## config.mk

```make
export PLATFORM = sky130hd
export DESIGN_NAME = blpm_queue
export DESIGN_NICKNAME = d
export VERILOG_FILES = /design/src/sv/blpm_pkg.sv /design/src/sv/blpm_queue.sv
export SDC_FILE = /design/constraint.sdc
export NUM_CORES = 1
export LEC_CHECK = 0
export BUFFER_PORTS_ARGS = -buffer_cell sky130_fd_sc_hd__clkbuf_2
export CORE_MARGIN = 4
export CORE_UTILIZATION = 30
export DETAILED_ROUTE_END_ITERATION = 8
export HOLD_SLACK_MARGIN = 0.1
export PLACE_DENSITY_LB_ADDON = 0.3
export SKIP_CTS_REPAIR_TIMING = 1
export SYNTH_ARGS = -nofsm -noshare
export SYNTH_HDL_FRONTEND = slang
export SYNTH_SLANG_ARGS = --single-unit
```

## constraint.sdc

```tcl
create_clock -name clk -period 5.79 [get_ports clk]
set_clock_uncertainty 0.05 [all_clocks]
set_input_delay 0.8685 -clock clk [delete_from_list [all_inputs] [get_ports clk]]
set_output_delay 0.8685 -clock clk [all_outputs]
set_load 0.05 [all_outputs]
```

## src/sv/blpm_pkg.sv

```systemverilog
// blpm_pkg: shared types and constants of the longest prefix match trie.
// Used by every module of the block; depends on nothing.
`timescale 1ns / 1ps

package blpm_pkg;

	// fixed field widths
	localparam int ADDR_BITS = 32;
	localparam int PLEN_W = 6;
	localparam int IF_W = 8;

	// default size of the node store
	localparam int NODE_COUNT_DEF = 1024;

	// entries of the queue between front and back
	localparam int QUEUE_DEPTH = 2;

	typedef enum logic {
		OP_INSERT = 1'b0,
		OP_LOOKUP = 1'b1
	} op_t;

	// one classified request
	typedef struct packed {
		op_t               op;
		logic [ADDR_BITS-1:0] addr;
		logic [PLEN_W-1:0] plen;
		logic [IF_W-1:0]   iface;
	} item_t;

endpackage

```

## src/sv/blpm_queue.sv

```systemverilog
// blpm_queue: short FIFO of classified requests between front and back.
// Depends on blpm_pkg.
`timescale 1ns / 1ps

module blpm_queue (
	input  logic            clk,
	input  logic            arst_n,
	input  logic            push_valid,
	output logic            push_ready,
	input  blpm_pkg::item_t push_item,
	output logic            pop_valid,
	input  logic            pop_ready,
	output blpm_pkg::item_t pop_item
);

	localparam int PW = (blpm_pkg::QUEUE_DEPTH > 1) ? $clog2(blpm_pkg::QUEUE_DEPTH) : 1;
	localparam int CW = $clog2(blpm_pkg::QUEUE_DEPTH + 1);
	localparam logic [PW-1:0] LAST = PW'(blpm_pkg::QUEUE_DEPTH - 1);

	blpm_pkg::item_t entry_q [blpm_pkg::QUEUE_DEPTH];
	logic [PW-1:0]   wr_ptr_q;
	logic [PW-1:0]   rd_ptr_q;
	logic [CW-1:0]   count_q;
	logic            push;
	logic            pop;

	assign push_ready = count_q != CW'(blpm_pkg::QUEUE_DEPTH);
	assign pop_valid  = count_q != '0;
	assign pop_item   = entry_q[rd_ptr_q];
	assign push       = push_valid && push_ready;
	assign pop        = pop_valid && pop_ready;

	// pointers and fill level
	always_ff @(posedge clk or negedge arst_n) begin
		if (!arst_n) begin
			wr_ptr_q <= '0;
			rd_ptr_q <= '0;
			count_q  <= '0;
		end else begin
			if (push) begin
				wr_ptr_q <= (wr_ptr_q == LAST) ? '0 : PW'(wr_ptr_q + 1'b1);
			end
			if (pop) begin
				rd_ptr_q <= (rd_ptr_q == LAST) ? '0 : PW'(rd_ptr_q + 1'b1);
			end
			if (push && !pop) begin
				count_q <= CW'(count_q + 1'b1);
			end else if (pop && !push) begin
				count_q <= CW'(count_q - 1'b1);
			end
		end
	end

	// storage
	always_ff @(posedge clk) begin
		if (push) begin
			entry_q[wr_ptr_q] <= push_item;
		end
	end

endmodule

```

==> out/results.tsv <==
metric	value	unit
max_slew headroom	47.0	%
ys async rst share	4.08	%
Die Wd	119	µm
Antenna Cells	0	
share of cells above drive strength 1	58.5	%
worst r2r src	count_q[0]	
H-Tree Depth	3	
clock buffer count from CTS	9	
final worst-path cycle share	50.1	%
number of port buffers	99	
Reg clk slew, reported paths	0.06	ns
GR peak layer	met2	
final setup vio count	0	
fmax	345	MHz
Max Root-Sink Buffers	2	
Sink Count	98	
Slowest cell on crit path	buf_4	
Total Nets Final	324	
drt first pass iters	4	
Setup WS post-layout	2.89	ns
area leader, netlist	edfxtp_1	
largest net degree at the start of global routing	49	
drt initial violations	70	
reg2reg setup slack	3.73	ns
Total Neg Setup Slack	0	ns
Gate Count Post-Synth	164	
Post-synth EDFFs	94	
Skew-Pair Late Insertion Delay	0.33	ns
post-synth cell types	15	
Final Power	2.72	mW
share of the synthesized area in the top cell type	77.0	%
vias in the first global route	1935	
Final Wtd Congestion	0.659	
Fin. Hold Viols	0	
pre-CTS setup slack	3.20	ns
register area share after synthesis	79.8	%
crit path launch type	flip-flop	
global-route wire length before repair	10.2	mm
worst path arrival time	1.98	ns
row count	40	
root buffer cell	clkbuf_16	
GRT met2 Usage	14.1	%
Worst VDD drop	0.236	mV
met1 Usage GRT	12.0	%
Synth warnings	0	
R2R cell count	4	
DR WL/cell	15.1	µm
CP Max Fanout	48	
R2R Path End	entry_q[0][39]	
Placeable Area	12000	µm²
gr usage total	9.59	%
Min Hold Slack	0.278	ns
IO Count	100	
RSZ-0062 raised after global routing	false	
Die Y	119	µm
Largest stage delay, worst path	0.60	ns
gr ovfl total	0	
Via-to-Cell Ratio	4.30	
ys flop type	edfxtp_1	
Pins Over Slew Limit	0	
Starting Density	30.6	%
synthesized area per cell	22.3	µm²
Max-cap violations	0	
minimum clock period	2.90	ns
Worst setup EP type	primary output	
CP Cell Sequence	buf_4 > mux2_2 > clkbuf_2	
Pleak	1.79	nW
pwr dens	592	nW/µm²
drt total wl	6.40	mm
Setup Crit Path Kind	reg2out	
die area	14000	µm²
CTS tree	yes	
status	completed	
post-DP HPWL	4.08	mm
Post-Syn Area	3660	µm²
via count	1824	
Critical Path RT	4.87	ns
Residual DRC	0	
Hold Path Class	in2async	
ranking of synthesized cells by area	edfxtp_1 (77%), mux2_2 (8.3%), mux2_4 (8.2%)	
number of antenna violations at the first check in global routing	0	
syn_nets	216	
ANT nets after route	0	
met3 Resource Use GR	3.88	%
area grow syn2layout	25.1	%
Yosys reg bits	98	
Worst-Margin Slew	0.795	ns
sequential cells by signal, indices dropped and copies added, names as in the netlist:
register / cells
count_q: 2
entry_q: 94
rd_ptr_q: 1
wr_ptr_q: 1
worst max-delay path by stage:
stage               start            end  slack, ns
2_1_floorplan  count_q[0]  entry_q[0][0]       2.24
3_3_place_gp     rd_ptr_q   pop_item[27]       3.21
3_5_place_dp     rd_ptr_q   pop_item[27]       3.20
4_1_cts          rd_ptr_q   pop_item[27]       2.82
5_1_grt          rd_ptr_q   pop_item[31]       2.80
6_report         rd_ptr_q   pop_item[27]       2.89
routing by layer:
metal  up-vias  part of all wire, %
met1       890                   45
met4         0                  2.4
met2        67                   46
met3        12                  7.3
li1        855                    -
met5         -                    0
synthesized netlist by cell type, types with 2 or more instances:
library cell / number
edfxtp_1: 94
buf_6: 3
buf_2: 2
dfrtp_1: 4
nor2_1: 2
xnor2_1: 3
nand2_1: 2
mux2_4: 20
xor2_1: 2
mux2_2: 27
worst max-delay path: cells and delay by family, from the launching register on:
kind                   cells  cell delay (ns)
DFF                        1             0.34
muxes                      1             0.42
buffers and inverters      2             0.84
through the flow:
step	utilization (%)	cells	area, µm²
2_1_floorplan	-	164	3660
3_3_place_gp	36.2	408	4330
3_5_place_dp	36.2	408	4330
4_1_cts	38.3	424	4590
5_1_grt	38.3	424	4590
6_report	38.3	424	4590
where the power goes:
group          leakage [nW]  internal (mW)  total [mW]  switching, mW
logic                 0.746          0.341        1.19          0.851
registers             0.919          0.972        1.01         0.0399
clock network         0.124          0.283       0.512          0.229
total                  1.79           1.60        2.72           1.12
cell type report:
type	instances	area [µm²]
Timing Repair Buffer	102	518
Clock buffer	10	229
Clock inverter	6	23.8
Sequential cell	98	2920
Multi-Input combinational cell	60	703
Tap cell	147	184
Inverter	1	3.75
Fill cell	1145	7380
kinds of logic (layout without fill, tap and decap cells):
group / Yosys count / in the layout / share of synthesized area, %
xor+xnor: 5 / 5 / 1.20
simple gates: 7 / 7 / 0.922
buf+inv: 6 / 119 / 1.30
mux: 47 / 47 / 16.5
fa+ha+maj: 1 / 1 / 0.341
flops: 98 / 98 / 79.8
cells in the final DEF (no fill, tap or decap):
master     Yosys  final
dfrtp_2        0      1
edfxtp_1      94     94
nor2_4         0      1
nand2_1        2      2
clkinv_2       0      1
mux2_4        20     20
clkbuf_2       0     99
clkinv_1       0      5
nand2b_1       1      1
buf_4          0      3
inv_1          1      1
xor2_1         2      2
ha_1           1      1
dfrtp_1        4      3
or2_1          1      1
and3_2         0      1
xnor2_1        3      3
clkbuf_1       0      1
mux2_2        27     27
nor2_1         2      1
clkbuf_16      0      9
Note: power is estimated with default switching activity, not from simulation.
