**src/sv/blpm_pkg.sv**
```systemverilog
// blpm_pkg: shared types and constants of the longest prefix match trie.
// Used by every module of the block; depends on nothing.
`timescale 1ns / 1ps

package blpm_pkg;

	// fixed field widths
	localparam int ADDR_BITS = 32;
	localparam int PLEN_W = 6;
	localparam int IF_W = 8;

	// default size of the node store
	localparam int NODE_COUNT_DEF = 1024;

	// entries of the queue between front and back
	localparam int QUEUE_DEPTH = 2;

	typedef enum logic {
		OP_INSERT = 1'b0,
		OP_LOOKUP = 1'b1
	} op_t;

	// one classified request
	typedef struct packed {
		op_t               op;
		logic [ADDR_BITS-1:0] addr;
		logic [PLEN_W-1:0] plen;
		logic [IF_W-1:0]   iface;
	} item_t;

endpackage

```
**src/sv/blpm_front.sv**
```systemverilog
// blpm_front: input stage; decodes the action and clamps the prefix length.
// Depends on blpm_pkg.
`timescale 1ns / 1ps

module blpm_front (
	input  logic                              clk,
	input  logic                              arst_n,
	input  logic                              req_valid,
	output logic                              req_ready,
	input  logic                              action,
	input  logic [blpm_pkg::ADDR_BITS-1:0]    address,
	input  logic [blpm_pkg::PLEN_W-1:0]       prefix_length,
	input  logic [blpm_pkg::IF_W-1:0]         route_interface,
	output logic                              item_valid,
	input  logic                              item_ready,
	output blpm_pkg::item_t                   item
);

	logic            valid_s1;
	blpm_pkg::item_t item_s1;
	blpm_pkg::item_t item_n;

	// classify and saturate the prefix length
	always_comb begin
		item_n.op    = action ? blpm_pkg::OP_LOOKUP : blpm_pkg::OP_INSERT;
		item_n.addr  = address;
		item_n.iface = route_interface;
		if (prefix_length > blpm_pkg::PLEN_W'(blpm_pkg::ADDR_BITS)) begin
			item_n.plen = blpm_pkg::PLEN_W'(blpm_pkg::ADDR_BITS);
		end else begin
			item_n.plen = prefix_length;
		end
	end

	assign req_ready  = !valid_s1 || item_ready;
	assign item_valid = valid_s1;
	assign item       = item_s1;

	// stage register
	always_ff @(posedge clk or negedge arst_n) begin
		if (!arst_n) begin
			valid_s1 <= 1'b0;
		end else if (req_ready) begin
			valid_s1 <= req_valid;
		end
	end

	always_ff @(posedge clk) begin
		if (req_ready && req_valid) begin
			item_s1 <= item_n;
		end
	end

endmodule

```
**config.mk**
```make
export PLATFORM = sky130hd
export DESIGN_NAME = blpm_front
export DESIGN_NICKNAME = d
export VERILOG_FILES = /design/src/sv/blpm_pkg.sv /design/src/sv/blpm_front.sv
export SDC_FILE = /design/constraint.sdc
export NUM_CORES = 1
export LEC_CHECK = 0
export BUFFER_PORTS_ARGS = -buffer_cell sky130_fd_sc_hd__buf_2
export CORE_UTILIZATION = 40
export CTS_CLUSTER_DIAMETER = 200
export DETAILED_ROUTE_END_ITERATION = 10
export PLACE_DENSITY = 0.77
export SLEW_MARGIN = 25
export SYNTH_ARGS = -nofsm -noshare
export SYNTH_HDL_FRONTEND = slang
export SYNTH_SLANG_ARGS = --single-unit
export TNS_END_PERCENT = 50
```
**constraint.sdc**
```tcl
create_clock -name clk -period 1.6 [get_ports clk]
set_input_delay 0.16 -clock clk [delete_from_list [all_inputs] [get_ports clk]]
set_output_delay 0.16 -clock clk [all_outputs]
set_load 0.01 [all_outputs]
```
==> flow_summary_export.csv, run 1 <==
group,metric,value,unit
timing,max_freq,812,MHz
worst_hold_path,hp-start,"address[17]",
clock_tree,clockBufferDepth,2,
critical_path,critPathTopFamily,"flip-flops",
finish,antenna_cells,0,
timing,slew_violations,0,
die,die_w,63.2,um
synthesis,netlist-cell-type-count,7,
die,die_h,63.2,um
die,core,0.00347,mm2
synthesis,synth_warnings,0,
clock_tree,cts_tree,"yes",
synthesis,synth_nets,108,
synthesis,syn-cell-area,0.00150,mm2
critical_path,critPathKind,"flop to flop",
routing,first_pass_iters,2,
outcome,status,"finished clean",
routing,dr_total_vias,919,
clock_tree,root_buffer,"clkbuf_8",
power_and_ir_drop,power_leakage,0.960,nW
power_and_ir_drop,cellPowerDensity,1210,mW/mm2
global_route,grt_start_max_net_pins,27,
routing,vias_per_cell,4.33,
global_route,grt_pass1_wl,4.08,mm
critical_path,cp.buffers_inverters,1,
synthesis,yosysSeqAreaShare,95.7,%
routing,drc_errors,0,
timing,finClkSkew,0.00633,ns
critical_path,endpoint_kind,"flop",
routing,wl_per_cell,12.8,um
critical_path,rr_startpoint,"item_valid",
critical_path,regToRegEndpoint,"item[30]",
synthesis,synthCells,57,
critical_path,crit_chain,"nand2b_4, and2_4, buf_4",
finish,synthToLayoutAreaGrowth,48.0,%
timing,fin_crit_sh,77.0,%
timing,layout_min_cycle_time,1.23,ns
die,row_count,21,
critical_path,critPathRequiredTime,1.58,ns
finish,drive_above_1_share,66.3,%
routing,drtIter0Drc,11,
worst_hold_path,hold_path_class,"primary input to flop",
critical_path,cp_data_arrival_time,1.21,ns
timing,hold_viol_final,0,
global_route,antenna_found_initial,0,
place,place.gp.congestion,0.758,
clock_tree,h-tree-depth,2,
worst_hold_path,hold_path_depth,1,
timing,rsz0062_at_grt,"no",
critical_path,r2r_slack,0.37,ns
timing,setup_viol,0,
clock_tree,clock_latency,0.29,ns
critical_path,start_kind,"flop",
clock_tree,cts_made_buffers,5,
die,io_pins,100,
critical_path,crit_slowest_cell,"dfrtp_1",
clock_tree,cts_resized,0,
die,initial_core_util,43.3,%
global_route,grt_overflow,0,
synthesis,ys_ff_latch,48,
timing,whs,0.0305,ns
routing,ant_nets,0,
critical_path,ff2ff_path_depth,3,
timing,tns,0,ns
timing,slew_headroom,83.1,%
run,drv_cap,0,
synthesis,synth_area_per_cell,26.3,um2
worst_hold_path,hold_end,"item[31]",
global_route,grt_usage,14.7,%
clock_tree,clock-sinks,48,
place,io_buffers,99,
timing,worst_slew_pin_slew,0.253,ns
routing,drt_wl_total,2.72,mm
critical_path,crit_fanout,21,
critical_path,crit_path_max_incr_delay,0.41,ns
global_route,first_global_vias,932,
die,die_area,0.00400,mm2
clock_tree,clkSlewWorstSetupHoldPaths,0.08,ns
power_and_ir_drop,ir_worst_vdd,0.828,mV
finish,fin_nets,216,
==> synthesized netlist by cell type, drive strengths merged <==
cell | instances | area, um2
dfrtp | 1 | 25.0
and2 | 1 | 8.76
nand2b | 2 | 20.0
nor2b | 5 | 31.3
clkbuf | 1 | 3.75
edfxtp | 47 | 1410
==> logic make-up after synthesis <==
kind of cell	count (synthesis)	synth area share, %
DFF	48	95.7
buffers and inverters	1	0.250
and+or+nand+nor	8	4.00
==> sequential cells by signal (all words and copies together), names as in the netlist <==
| register | cells |
|---|---|
| item | 47 |
| item_valid | 1 |
==> worst reg2reg max path, stage by stage (launching register included) <==
cell and delay [ns]:
dfrtp_1 0.41, nand2b_4 0.08, and2_4 0.15, buf_4 0.26
==> cells in the final DEF (no fill, tap or decap) <==
cell type / netlist / routed
buf_4: 0 / 1
nand2b_1: 1 / 1
clkbuf_1: 1 / 1
bufinv_16: 0 / 2
edfxtp_1: 47 / 47
nor2b_1: 5 / 5
buf_2: 0 / 99
and2_4: 1 / 1
buf_12: 0 / 1
dfrtp_1: 1 / 1
clkbuf_8: 0 / 5
nand2b_4: 1 / 1
dlygate4sd3_1: 0 / 1
==> how the worst max path moves through the flow <==
stage,start,end,slack [ns],depth (start not counted)
after global placement,item_valid,item[17],0.40,3
after global routing,item_valid,item[30],0.31,3
after CTS,item_valid,item[30],0.36,3
after floorplan,item_valid,item[0],0.27,2
after detailed placement,item_valid,item[12],0.38,3
final,item_valid,item[30],0.37,3
==> what timing repair did <==
action                                 CTS  global route
hold buffers                             1             0
buffers inserted                         0             0
endpoints found under the hold margin    1             0
==> final cells by class <==
class / count / area (um2)
well taps: 46 / 57.6
clock inverters: 2 / 60.1
flip-flops and latches: 48 / 1440
multi-input cells: 8 / 60.1
clock buffers: 6 / 72.6
repair buffers: 102 / 533
fillers: 258 / 1250
==> metrics by stage <==
step	util [%]	std cells	power, mW	instance area (um2)	setup slack, ns
finish	64.0	212	2.68	2220	0.368
global route	64.0	212	2.78	2220	0.314
CTS	64.0	212	2.72	2220	0.357
detailed placement	59.9	203	1.72	2080	0.377
global placement	59.9	203	1.71	2080	0.403
floorplan	-	57	1.58	1500	0.268
==> metal layers <==
layer / track usage [%] / wire length (um) / share of wire (%)
met2: 24.9 / 1400 / 51
met5: 0 / 0 / 0
met4: 6.82 / 47 / 1.7
met1: 13.7 / 894 / 33
met3: 9.24 / 386 / 14
==> power by group <==
group | internal, mW | switching [mW] | total (mW) | leakage, nW
Sequential | 1.46 | 0.0165 | 1.48 | 0.460
Clock | 0.624 | 0.366 | 0.990 | 0.0654
Combinational | 0.104 | 0.110 | 0.214 | 0.435
Note: power is estimated with default switching activity, not from simulation.
==> run 2: changes to the inputs <==
--- a/config.mk
+++ b/config.mk
@@ -6,10 +6,10 @@
 export NUM_CORES = 1
 export LEC_CHECK = 0
 export BUFFER_PORTS_ARGS = -buffer_cell sky130_fd_sc_hd__buf_2
-export CORE_UTILIZATION = 40
+export CORE_UTILIZATION = 36
 export CTS_CLUSTER_DIAMETER = 200
 export DETAILED_ROUTE_END_ITERATION = 10
-export PLACE_DENSITY = 0.77
+export PLACE_DENSITY = 0.73
 export SLEW_MARGIN = 25
 export SYNTH_ARGS = -nofsm -noshare
 export SYNTH_HDL_FRONTEND = slang
==> constraint.sdc (replaced) <==
create_clock -name clk -period 1.12 [get_ports clk]
set_input_delay 0.112 -clock clk [delete_from_list [all_inputs] [get_ports clk]]
set_output_delay 0.112 -clock clk [all_outputs]
set_load 0.01 [all_outputs]
==> flow_summary_export.csv, run 2 (synthesized netlist as in run 1, its figures left out) <==
group,metric,value,unit
timing,hold_viol_final,0,
clock_tree,cts_resized,0,
finish,final_cell_mix,"99 x buf_2, 47 x edfxtp_1, 41 x dlygate4sd3_1, 5 x nor2b_1, 5 x clkbuf_8",
global_route,grt_overflow,0,
die,die_h,66.6,um
worst_hold_path,hp-start,"address[12]",
timing,fin_crit_sh,101,%
critical_path,critPathKind,"flop to flop",
finish,largest_register_ffs,47,
routing,wl_per_cell,13.0,um
timing,layout_min_cycle_time,1.13,ns
finish,final_common_cell,"buf_2",
clock_tree,root_buffer,"clkbuf_8",
timing,max_freq,882,MHz
worst_hold_path,hold_path_class,"primary input to flop",
critical_path,r2r_slack,-0.01,ns
critical_path,ff2ff_path_depth,3,
global_route,first_global_vias,1176,
finish,fin_cells,257,
critical_path,critPathRequiredTime,1.13,ns
finish,antenna_cells,0,
critical_path,cp.depth,3,
critical_path,critPathTopFamily,"flip-flops",
clock_tree,postCtsSetupRepairBufs,0,
critical_path,crit_fanout,14,
timing,layout_setup_ws,-0.0132,ns
clock_tree,h-tree-depth,2,
clock_tree,clkSlewWorstSetupHoldPaths,0.08,ns
finish,drive_above_1_share,53.1,%
clock_tree,clockBufferDepth,2,
finish,nFillCells,283,
critical_path,cp.buffers_inverters,1,
finish,synthToLayoutAreaGrowth,75.7,%
critical_path,crit_chain,"nand2b_4, and2_4, clkbuf_16",
routing,first_pass_iters,4,
place,place.gp.congestion,0.709,
routing,ant_nets,0,
critical_path,crit_slowest_cell,"dfrtp_1",
global_route,grt_usage,15.9,%
timing,finClkSkew,0.00573,ns
global_route,grt_pass1_wl,4.95,mm
routing,drt_wl_total,3.33,mm
place,io_buffers,99,
critical_path,endpoint_kind,"flop",
routing,drc_errors,0,
critical_path,regToRegEndpoint,"item[33]",
finish,fin_nets,257,
die,io_pins,100,
worst_hold_path,hold_end,"item[26]",
timing,rsz0062_at_grt,"yes",
place,placedCellCount,207,
outcome,status,"finished, violations left",
power_and_ir_drop,ir_worst_vdd,1.06,mV
power_and_ir_drop,cellPowerDensity,1420,mW/mm2
clock_tree,clock_latency,0.29,ns
die,initial_core_util,37.5,%
critical_path,rr_startpoint,"item_valid",
timing,slew_headroom,92.5,%
routing,drtIter0Drc,17,
routing,dr_total_vias,1080,
power_and_ir_drop,total_power,3.73,mW
power_and_ir_drop,power_leakage,1.13,nW
die,core,0.00400,mm2
worst_hold_path,hold_path_depth,1,
die,row_count,23,
die,die_w,66.6,um
outcome,violations,"negative setup slack",
die,die_area,0.00443,mm2
timing,worst_slew_pin_slew,0.113,ns
critical_path,cp_data_arrival_time,1.15,ns
global_route,grt_start_max_net_pins,30,
clock_tree,cts_made_buffers,5,
critical_path,start_kind,"flop",
routing,vias_per_cell,4.20,
timing,slew_violations,0,
timing,setup_viol,31,
run,drv_cap,0,
clock_tree,cts_tree,"yes",
clock_tree,clock-sinks,48,
critical_path,crit_path_max_incr_delay,0.41,ns
global_route,antenna_found_initial,0,
-- run 2: cell count changes in the layout (fill, tap and decap cells not counted), sizes merged --
cell / delta
clkinv: +2
dlygate4sd3: +40
bufinv: -1
-- run 2: final cells by class --
| cell class | count | area, um2 | area share, % |
|---|---|---|---|
| Sequential cell | 48 | 1440 | 54.5 |
| Clock buffer | 5 | 68.8 | 2.61 |
| Multi-Input combinational cell | 8 | 60.1 | 2.28 |
| Timing Repair Buffer | 143 | 971 | 36.8 |
| Tap cell | 50 | 62.6 | 2.37 |
| Clock inverter | 3 | 37.5 | 1.42 |
-- run 2: per-layer routing --
layer / part of all wire (%) / global-route usage, % / vias up
met5: 0 / 0 / -
met4: 1.7 / 7.98 / 0
met3: 11 / 8.22 / 5
met1: 35 / 14.6 / 492
met2: 52 / 28.3 / 67
li1: - / - / 516
-- run 2: worst max-delay path by stage --
stage / end / startpoint
6_report: item[33] / item_valid
3_3_place_gp: item[35] / item_valid
5_1_grt: item[45] / item_valid
4_1_cts: item[14] / item_valid
2_1_floorplan: item[0] / item_valid
3_5_place_dp: item[14] / item_valid
-- run 2: what timing repair did --
action                                 CTS  global route
endpoints found under the hold margin   41             0
hold buffers                            41             0
setup endpoints to repair               29            47
gates cloned                             0             1
pin swaps                                0             0
-- run 2: power by group --
group / leakage, nW / internal, mW / switching [mW]
Sequential: 0.460 / 2.09 / 0.0253
Clock: 0.0532 / 0.650 / 0.529
Combinational: 0.617 / 0.256 / 0.183
-- run 2: per-stage QoR --
step                      hold slack, ns  utilization, %  setup slack [ns]   TNS, ns  instance area (um2)
final                             0.0121            65.9           -0.0132    -0.245                 2640
after global routing             0.00139            65.9           -0.0460     -1.69                 2640
after CTS                        0.00764            65.3           -0.0257    -0.729                 2610
after detailed placement          -0.111            52.4           -0.0191    -0.531                 2090
after global placement            -0.113            52.4         -0.000782  -0.00600                 2090
after floorplan                   -0.184               -            -0.209     -9.84                 1500
-- run 2: worst register-to-register path, stage by stage, from the launching register on --
cell and delay (ns):
dfrtp_1 0.41, nand2b_4 0.08, and2_4 0.19, clkbuf_16 0.18
